<file path="src/rtl/ber_pkg.sv">
`default_nettype none
package ber_pkg;

  localparam int unsigned LVL_W = 7;
  localparam int unsigned CLS_W = 5;
  localparam int unsigned CNT_W = 16;
  localparam int unsigned STACK_SLOTS = 127;
  localparam int unsigned PTR_W = 7;

  localparam logic [CLS_W-1:0] C_L   = 5'd0;
  localparam logic [CLS_W-1:0] C_R   = 5'd1;
  localparam logic [CLS_W-1:0] C_BN  = 5'd9;
  localparam logic [CLS_W-1:0] C_B   = 5'd10;
  localparam logic [CLS_W-1:0] C_LRE = 5'd14;
  localparam logic [CLS_W-1:0] C_LRO = 5'd15;
  localparam logic [CLS_W-1:0] C_RLE = 5'd16;
  localparam logic [CLS_W-1:0] C_RLO = 5'd17;
  localparam logic [CLS_W-1:0] C_PDF = 5'd18;
  localparam logic [CLS_W-1:0] C_LRI = 5'd19;
  localparam logic [CLS_W-1:0] C_RLI = 5'd20;
  localparam logic [CLS_W-1:0] C_FSI = 5'd21;
  localparam logic [CLS_W-1:0] C_PDI = 5'd22;

  localparam logic [1:0] OV_NONE = 2'd0;
  localparam logic [1:0] OV_LTR  = 2'd1;
  localparam logic [1:0] OV_RTL  = 2'd2;

  typedef struct packed {
    logic [CLS_W-1:0] char_class;
    logic             fsi_is_rtl;
    logic             para_start;
  } in_word_t;

  typedef struct packed {
    logic [LVL_W-1:0] level;
    logic [CLS_W-1:0] out_class;
    logic             removed;
  } out_word_t;

  // one stack entry; below holds the depth of the nearest isolate entry under it
  typedef struct packed {
    logic             iso;
    logic [PTR_W-1:0] below;
    logic [1:0]       ov;
    logic [LVL_W-1:0] lvl;
  } entry_t;

  localparam int unsigned ENTRY_W = $bits(entry_t);

endpackage
`default_nettype wire

</file>
<file path="src/rtl/ber_ram.sv">
`default_nettype none
module ber_ram #(
  parameter int unsigned WIDTH = 8,
  parameter int unsigned DEPTH = 16
) (
  input  wire                      clk,
  input  wire                      we,
  input  wire  [$clog2(DEPTH)-1:0] waddr,
  input  wire  [WIDTH-1:0]         wdata,
  input  wire  [$clog2(DEPTH)-1:0] raddr,
  output logic [WIDTH-1:0]         rdata
);

  logic [WIDTH-1:0] mem [DEPTH];

  always_ff @(posedge clk) begin
    if (we) begin
      mem[waddr] <= wdata;
    end
    rdata <= mem[raddr];
  end

endmodule
`default_nettype wire

</file>
<file path="src/rtl/bidi_explicit_level_resolver_core.sv">
`default_nettype none
// explicit level resolver: each word first updates state and issues
// a stack memory access, then takes back the read data and registers the result
// accept sets busy_r, which then loads out_valid_r and out_r; no new word while busy
// the registered stack read sets the pace; a new word is taken as the last result leaves
// synchronous active-low reset: paragraph level 0, one entry on the stack,
// counters zero, no result pending; stack memory contents are not cleared
module bidi_explicit_level_resolver_core #(
  parameter int unsigned MAX_LEVEL = 125
) (
  input  wire                 clk,
  input  wire                 rst_n,
  input  wire                 in_valid,
  output logic                in_ready,
  input  ber_pkg::in_word_t   in_data,
  output logic                out_valid,
  input  wire                 out_ready,
  output ber_pkg::out_word_t  out_data,
  input  wire                 cfg_valid,
  output logic                cfg_ready,
  input  wire                 cfg_data
);
  import ber_pkg::*;

  // architectural state; entry 0 lives in base_r, entries 1.. in memory
  logic             para_lvl_r;
  logic             base_r;
  entry_t           top_r, top_nxt;
  logic [PTR_W-1:0] depth_r, depth_nxt;
  logic [PTR_W-1:0] iso_dep_r, iso_dep_nxt;   // depth whose top is nearest isolate
  logic [CNT_W-1:0] ovfi_r, ovfi_nxt;
  logic [CNT_W-1:0] ovfe_r, ovfe_nxt;
  logic [PTR_W-1:0] vi_r, vi_nxt;

  // bookkeeping for the result step, used while busy_r is set
  logic             busy_r;
  logic             load_r, load_nxt;
  logic             rd_base_r, rd_base_nxt;
  logic             pdi_r, pdi_nxt;
  logic [LVL_W-1:0] sv_lvl_r, sv_lvl_nxt;
  logic [CLS_W-1:0] sv_cls_r, sv_cls_nxt;
  logic             sv_rem_r, sv_rem_nxt;

  logic             out_valid_r;
  out_word_t        out_r, out_nxt;

  // memory port
  logic             we;
  logic [PTR_W-1:0] waddr, raddr;
  entry_t           wdata;
  logic [ENTRY_W-1:0] rdata_raw;
  entry_t           rdata;

  // accept-time view of the state after any paragraph restart
  logic             in_fire;
  logic             ps;
  logic             eff_base;
  entry_t           eff_top;
  logic [PTR_W-1:0] eff_depth, eff_iso;
  logic [CNT_W-1:0] eff_ovfi, eff_ovfe;
  logic [PTR_W-1:0] eff_vi;
  logic [CLS_W-1:0] cls_m;
  logic [LVL_W:0]   nl_odd, nl_even, nl;
  logic             can_push;
  entry_t           base_ent, top_b;
  logic [1:0]       ov_sel;

  assign in_fire   = in_valid && in_ready;
  // take a new word once no word is in flight and the held result is leaving or gone
  assign in_ready  = !busy_r && (!out_valid_r || out_ready);
  assign cfg_ready = 1'b1;
  assign out_valid = out_valid_r;
  assign out_data  = out_r;
  assign rdata     = entry_t'(rdata_raw);

  ber_ram #(.WIDTH(ENTRY_W), .DEPTH(STACK_SLOTS)) u_stack (
    .clk   (clk),
    .we    (we),
    .waddr (waddr),
    .wdata (wdata),
    .raddr (raddr),
    .rdata (rdata_raw)
  );

  always_comb begin
    ps        = in_data.para_start;
    eff_base  = ps ? para_lvl_r : base_r;
    base_ent  = '{iso: 1'b0, below: '0, ov: OV_NONE, lvl: {{(LVL_W-1){1'b0}}, eff_base}};
    eff_top   = ps ? base_ent : top_r;
    eff_depth = ps ? PTR_W'(1) : depth_r;
    eff_iso   = ps ? '0 : iso_dep_r;
    eff_ovfi  = ps ? '0 : ovfi_r;
    eff_ovfe  = ps ? '0 : ovfe_r;
    eff_vi    = ps ? '0 : vi_r;

    cls_m = in_data.char_class;
    if (in_data.char_class == C_FSI) begin
      cls_m = in_data.fsi_is_rtl ? C_RLI : C_LRI;
    end
    nl_odd  = ({1'b0, eff_top.lvl} + 8'd1) | 8'd1;
    nl_even = ({1'b0, eff_top.lvl} + 8'd2) & ~8'd1;
    nl = (cls_m == C_RLE || cls_m == C_RLO || cls_m == C_RLI) ? nl_odd : nl_even;
    can_push = (nl <= (LVL_W+1)'(MAX_LEVEL)) && eff_ovfe == '0 && eff_ovfi == '0
               && eff_depth < PTR_W'(STACK_SLOTS);

    // override of the current top applies to ordinary characters and isolates
    unique case (eff_top.ov)
      OV_LTR:  ov_sel = OV_LTR;
      OV_RTL:  ov_sel = OV_RTL;
      default: ov_sel = OV_NONE;
    endcase
  end

  always_comb begin
    top_nxt     = top_r;
    depth_nxt   = depth_r;
    iso_dep_nxt = iso_dep_r;
    ovfi_nxt    = ovfi_r;
    ovfe_nxt    = ovfe_r;
    vi_nxt      = vi_r;
    load_nxt    = 1'b0;
    rd_base_nxt = rd_base_r;
    pdi_nxt     = pdi_r;
    sv_lvl_nxt  = sv_lvl_r;
    sv_cls_nxt  = sv_cls_r;
    sv_rem_nxt  = sv_rem_r;
    we          = 1'b0;
    waddr       = eff_depth;
    wdata       = '{iso: 1'b0, below: eff_iso, ov: OV_NONE, lvl: nl[LVL_W-1:0]};
    raddr       = '0;
    out_nxt     = out_r;
    top_b       = top_r;

    if (in_fire) begin
      top_nxt     = eff_top;
      depth_nxt   = eff_depth;
      iso_dep_nxt = eff_iso;
      ovfi_nxt    = eff_ovfi;
      ovfe_nxt    = eff_ovfe;
      vi_nxt      = eff_vi;
      pdi_nxt     = 1'b0;
      sv_rem_nxt  = 1'b0;
      sv_lvl_nxt  = eff_top.lvl;
      sv_cls_nxt  = in_data.char_class;
      if (ov_sel == OV_LTR) begin
        sv_cls_nxt = C_L;
      end else if (ov_sel == OV_RTL) begin
        sv_cls_nxt = C_R;
      end

      priority if (cls_m == C_LRE || cls_m == C_LRO || cls_m == C_RLE || cls_m == C_RLO) begin
        sv_rem_nxt = 1'b1;
        if (can_push) begin
          we        = 1'b1;
          wdata.ov  = (cls_m == C_LRO) ? OV_LTR : (cls_m == C_RLO) ? OV_RTL : OV_NONE;
          top_nxt   = wdata;
          depth_nxt = eff_depth + PTR_W'(1);
        end else if (eff_ovfi == '0 && eff_ovfe != '1) begin
          ovfe_nxt = eff_ovfe + CNT_W'(1);
        end
      end else if (cls_m == C_LRI || cls_m == C_RLI) begin
        if (can_push) begin
          we          = 1'b1;
          wdata.iso   = 1'b1;
          top_nxt     = wdata;
          depth_nxt   = eff_depth + PTR_W'(1);
          iso_dep_nxt = eff_depth + PTR_W'(1);
          if (eff_vi != '1) begin
            vi_nxt = eff_vi + PTR_W'(1);
          end
        end else if (eff_ovfi != '1) begin
          ovfi_nxt = eff_ovfi + CNT_W'(1);
        end
      end else if (cls_m == C_PDI) begin
        // level and override come from the top after the pop, picked up while busy
        pdi_nxt    = 1'b1;
        sv_cls_nxt = in_data.char_class;
        if (eff_ovfi != '0) begin
          ovfi_nxt = eff_ovfi - CNT_W'(1);
        end else if (eff_vi != '0) begin
          ovfe_nxt    = '0;
          depth_nxt   = eff_iso - PTR_W'(1);
          raddr       = eff_iso - PTR_W'(2);
          rd_base_nxt = (eff_iso == PTR_W'(2));
          load_nxt    = 1'b1;
          vi_nxt      = eff_vi - PTR_W'(1);
        end
      end else if (cls_m == C_PDF) begin
        sv_rem_nxt = 1'b1;
        if (eff_ovfi != '0) begin
          ovfi_nxt = eff_ovfi;
        end else if (eff_ovfe != '0) begin
          ovfe_nxt = eff_ovfe - CNT_W'(1);
        end else if (!eff_top.iso && eff_depth >= PTR_W'(2)) begin
          depth_nxt   = eff_depth - PTR_W'(1);
          raddr       = eff_depth - PTR_W'(2);
          rd_base_nxt = (eff_depth == PTR_W'(2));
          load_nxt    = 1'b1;
        end
      end else if (cls_m == C_B) begin
        sv_lvl_nxt = {{(LVL_W-1){1'b0}}, para_lvl_r};
        sv_cls_nxt = in_data.char_class;
      end else if (cls_m == C_BN) begin
        sv_rem_nxt = 1'b1;
      end else begin
        sv_rem_nxt = 1'b0;
      end
    end

    // while busy: pick up popped top and build the result word
    if (busy_r) begin
      if (load_r) begin
        top_b = rd_base_r
              ? '{iso: 1'b0, below: '0, ov: OV_NONE, lvl: {{(LVL_W-1){1'b0}}, base_r}}
              : rdata;
        top_nxt     = top_b;
        iso_dep_nxt = top_b.iso ? depth_r : top_b.below;
      end
      out_nxt.removed   = sv_rem_r;
      out_nxt.level     = sv_lvl_r;
      out_nxt.out_class = sv_cls_r;
      if (pdi_r) begin
        out_nxt.level = top_b.lvl;
        if (top_b.ov == OV_LTR) begin
          out_nxt.out_class = C_L;
        end else if (top_b.ov == OV_RTL) begin
          out_nxt.out_class = C_R;
        end
      end
      if (sv_rem_r) begin
        out_nxt.level     = '0;
        out_nxt.out_class = C_BN;
      end
    end
  end

  always_ff @(posedge clk) begin
    if (!rst_n) begin
      para_lvl_r  <= 1'b0;
      base_r      <= 1'b0;
      top_r       <= '0;
      depth_r     <= PTR_W'(1);
      iso_dep_r   <= '0;
      ovfi_r      <= '0;
      ovfe_r      <= '0;
      vi_r        <= '0;
      busy_r      <= 1'b0;
      load_r      <= 1'b0;
      out_valid_r <= 1'b0;
    end else begin
      if (cfg_valid && cfg_ready) begin
        para_lvl_r <= cfg_data;
      end
      if (in_fire && in_data.para_start) begin
        base_r <= para_lvl_r;
      end
      top_r     <= top_nxt;
      depth_r   <= depth_nxt;
      iso_dep_r <= iso_dep_nxt;
      ovfi_r    <= ovfi_nxt;
      ovfe_r    <= ovfe_nxt;
      vi_r      <= vi_nxt;
      busy_r    <= in_fire;
      load_r    <= load_nxt;
      if (busy_r) begin
        out_valid_r <= 1'b1;
      end else if (out_ready) begin
        out_valid_r <= 1'b0;
      end
    end
  end

  // payload registers, no reset needed
  always_ff @(posedge clk) begin
    rd_base_r <= rd_base_nxt;
    pdi_r     <= pdi_nxt;
    sv_lvl_r  <= sv_lvl_nxt;
    sv_cls_r  <= sv_cls_nxt;
    sv_rem_r  <= sv_rem_nxt;
    out_r     <= out_nxt;
  end

endmodule
`default_nettype wire

</file>
<file path="config.mk">
export PLATFORM = sky130hd
export DESIGN_NAME = bidi_explicit_level_resolver_core
export DESIGN_NICKNAME = d
export VERILOG_FILES = /design/src/rtl/ber_pkg.sv /design/src/rtl/ber_ram.sv /design/src/rtl/bidi_explicit_level_resolver_core.sv
export SDC_FILE = /design/constraint.sdc
export NUM_CORES = 2
export LEC_CHECK = 0
export ABC_AREA = 0
export ABC_CLOCK_PERIOD_IN_PS = 15900
export BUFFER_PORTS_ARGS = -buffer_cell sky130_fd_sc_hd__clkbuf_2
export CORE_ASPECT_RATIO = 1.2
export CORE_MARGIN = 10
export CORE_UTILIZATION = 30
export CTS_CLUSTER_SIZE = 30
export DETAILED_ROUTE_END_ITERATION = 10
export PLACE_DENSITY_LB_ADDON = 0.3
export SYNTH_ARGS = -nofsm -noshare
export SYNTH_HDL_FRONTEND = slang
export SYNTH_SLANG_ARGS = --single-unit
export TNS_END_PERCENT = 20
</file>
<file path="constraint.sdc">
create_clock -name clk -period 15.9 [get_ports clk]
set_input_delay 1.59 -clock clk [delete_from_list [all_inputs] [get_ports clk]]
set_output_delay 1.59 -clock clk [all_outputs]
set_load 0.03 [all_outputs]
</file>
==> out/summary.txt <==
All-Layer GR Usage -> 18.2%
Post-CTS setup buffers -> 0
Maximum VDD drop -> 92.5 µV
Sw Ratio -> 21.0%
Mapped Area -> 94200 µm²
Port Buf Inserts -> 27
Number of hold violations in the final report -> 0
Clock slew at reported path FFs -> 0.07 ns
Worst hold path type -> flip-flop to flip-flop
DIE WIDTH -> 531 µm
Initial drt markers -> 7986
# DRC -> 0
Post-synthesis adder-cell area fraction -> 0.276%
Sequential-to-total area share from yosys stat -> 71.6%
Ratio of final minimum period to clock period -> 56.3%
Routed len/inst -> 28.2 µm
Worst-Skew Late Latency -> 0.94 ns
Req. time, crit path -> 16.75 ns
Nets@finish -> 7058
Row count -> 225
WS Path Type -> primary input to flip-flop
DR pass1 iterations -> 9
Initial core utilization -> 30.1%
Layout cells sized above 1 -> 10.4%
Final worst setup slack -> 6.95 ns
Complex-gate fraction of the synthesized area -> 11.4%
Area Growth Syn to Fin -> 13.5%
Htree depth -> 4
Netlist cell types -> 104
Setup TNS -> 0 ns
Yosys Warn Count -> 0
Worst EP arrival -> 9.80 ns
Total gr overflow -> 0
First-pass GRT wire length -> 454000 µm
Failing checks -> slew limit
Post-cts sizing count -> 0
Number of register bits inferred by synthesis -> 2272
Crit-path slowest cell -> nor4_1
Core area -> 313000 µm²
Xor/xnor share of the synthesized area -> 0.437%
Max FO, Critical Path -> 144
Placer Congestion -> 0.884
Status -> complete, but fails checks
CP Cell Sequence -> buf_4, inv_1, buf_4, nand2_1, clkinv_1, ha_1, nand2_1, o21ai_4, nor2_1, nor2_1, ha_1, and3_1, a32oi_2, a211o_4, buf_12, buf_4, nor2_1, o21ai_0, a21oi_1, o41ai_1, a21oi_1, nor4_1, a31o_2
Clock share of power -> 44.1%
Slew HR -> -7.26%
Simple-gate share of the synthesized area -> 11.1%
Clock Skew -> 0.0850 ns
Syn nets -> 7039
Mean Syn Cell Area -> 13.4 µm²
RSZ-0062 raised after global routing -> no
Ys async rst share -> 0%
Reg power frac -> 54.2%
Root buffer cell -> clkbuf_16
Fmax -> 112 MHz
Startpoint Class -> primary input
Detail Route Antenna Nets -> 0
Initial antenna violation count -> 20
Sink Count -> 2272
Comb pwr share -> 1.8%
Place WS -> 6.13 ns
Static leakage -> 0.0359 µW
CTS Buf Count -> 231
CTS tree -> yes
Max Root-Sink Buffers -> 4
Area of the die -> 337000 µm²
Cts-stage hold buffer count -> 0
Die Y -> 634 µm
Post-synth EDFFs -> 2187
Final wirelength -> 322000 µm
Number of global-route vias before repair -> 60243
Largest net degree at the start of global routing -> 159
Vias post-DR -> 63023
Mux cell area share after synthesis -> 2.41%
Post-DP HPWL -> 189000 µm
Switching pwr -> 2520 µW
Main combinational cell family by area after synthesis -> compound AO/OA/AOI/OAI gates
Max Cap Viol -> 0
Internal power -> 9480 µW
Crit path largest cell delay -> 1.01 ns
Setup violators final -> 0
IO Count -> 29
Avg Vias per Cell -> 5.52
Fin. max-slew vios -> 1
Synth Flop Type -> edfxtp_1
Mapped Cells -> 7006
Worst-Margin Slew -> 1.61 ns
Minimum clock period -> 8.95 ns
PwrDens -> 112 nW/µm²
CP Capture Type -> flip-flop
cell type report:
class / instances / area (µm²)
inverter: 40 / 163
fill: 30293 / 206000
tap: 4199 / 5250
antenna: 9 / 22.5
multi-input combinational: 4179 / 24600
clock inverter: 125 / 1120
timing repair buffer: 301 / 2310
sequential: 2272 / 67400
clock buffer: 288 / 6050
per-layer routing:
layer / routed length, µm / GRT usage [%] / vias up
met4: 19200 / 9.58 / 8
met2: 153000 / 30.2 / 2883
li1: - / - / 26997
met3: 24100 / 3.17 / 717
met5: 57 / 0 / -
met1: 126000 / 22.7 / 32418
power groups by stage:
stage / Clock, µW / Sequential [µW] / Combinational (µW)
detailed placement: 0 / 6620 / 207
floorplan: 0 / 6630 / 117
global placement: 0 / 6620 / 204
CTS: 5370 / 6500 / 208
finish: 5290 / 6500 / 212
global route: 5590 / 6490 / 222
per-stage QoR:
stage	util, %	area, µm²	hold WS (ns)	cells	total power [µW]
floorplan	-	94200	0.424	7006	6740
global placement	31.9	99600	0.489	10985	6830
detailed placement	31.9	99700	0.513	10991	6830
CTS	34.2	107000	0.521	11404	12100
global route	34.2	107000	0.549	11406	12300
finish	34.2	107000	0.523	11413	12000
synthesized netlist by cell type (all sizes together) (40+ instances only):
cell | number | area, µm²
and3 | 203 | 1270
clkbuf | 243 | 912
a31oi | 103 | 651
nand3 | 406 | 2030
a211oi | 97 | 753
a21oi | 370 | 1850
a221oi | 190 | 1670
nand2 | 874 | 3290
o211ai | 50 | 385
edfxtp | 2187 | 65700
dfxtp | 85 | 1700
nor2b | 40 | 250
mux2i | 181 | 1810
buf | 272 | 1540
o21ai | 334 | 1680
nor2 | 555 | 2100
a22oi | 111 | 843
nor3 | 64 | 325
and2 | 41 | 257
final timing paths:
path | from | slack, ns | depth (start not counted) | to
worst max register to register | depth_r[1] | 8.09 | 20 | u_stack.rdata[9]
worst min register to register | vi_r[1] | 0.52 | 2 | vi_r[1]
worst min-delay path | vi_r[1] | 0.52 | 2 | vi_r[1]
worst max-delay path | in_data[0] | 6.95 | 23 | u_stack.rdata[9]
cell usage in the layout (no fill, tap or decap), types with 180 or more instances in the layout:
cell / instances
a21oi_1: 367
a221oi_1: 189
and3_1: 203
buf_4: 265
clkbuf_16: 232
edfxtp_1: 2187
mux2i_1: 180
nand2_1: 867
nand3_1: 406
nor2_1: 529
o21ai_0: 314
logic make-up (layout without fill, tap and decap cells):
family                     count (synthesis)  count (layout)
adders and majority gates                 21              21
and+or+nand+nor                         2317            2317
DFF                                     2272            2272
AOI/OAI and AO/OA                       1587            1587
other                                      1              10
buffers and inverters                    555             754
xor gates and xnor gates                  47              47
muxes                                    206             206
sequential cells by signal, indices dropped and copies added, names as in the netlist, 5 cells and up:
signal,cells
u_stack.mem,2159
u_stack.rdata,17
ovfe_r,16
ovfi_r,16
out_data,13
top_r,10
depth_r,7
iso_dep_r,7
sv_lvl_r,7
vi_r,7
sv_cls_r,5
critical path, delay by kind of cell:
family	cells	cell delay (ns)
AO/OA/AOI/OAI	8	2.83
AND/OR/NAND/NOR	7	2.14
adder cells (fa/ha/maj)	2	0.57
buffers and inverters	6	2.47
No activity file was read; power rests on OpenSTA's default activity.
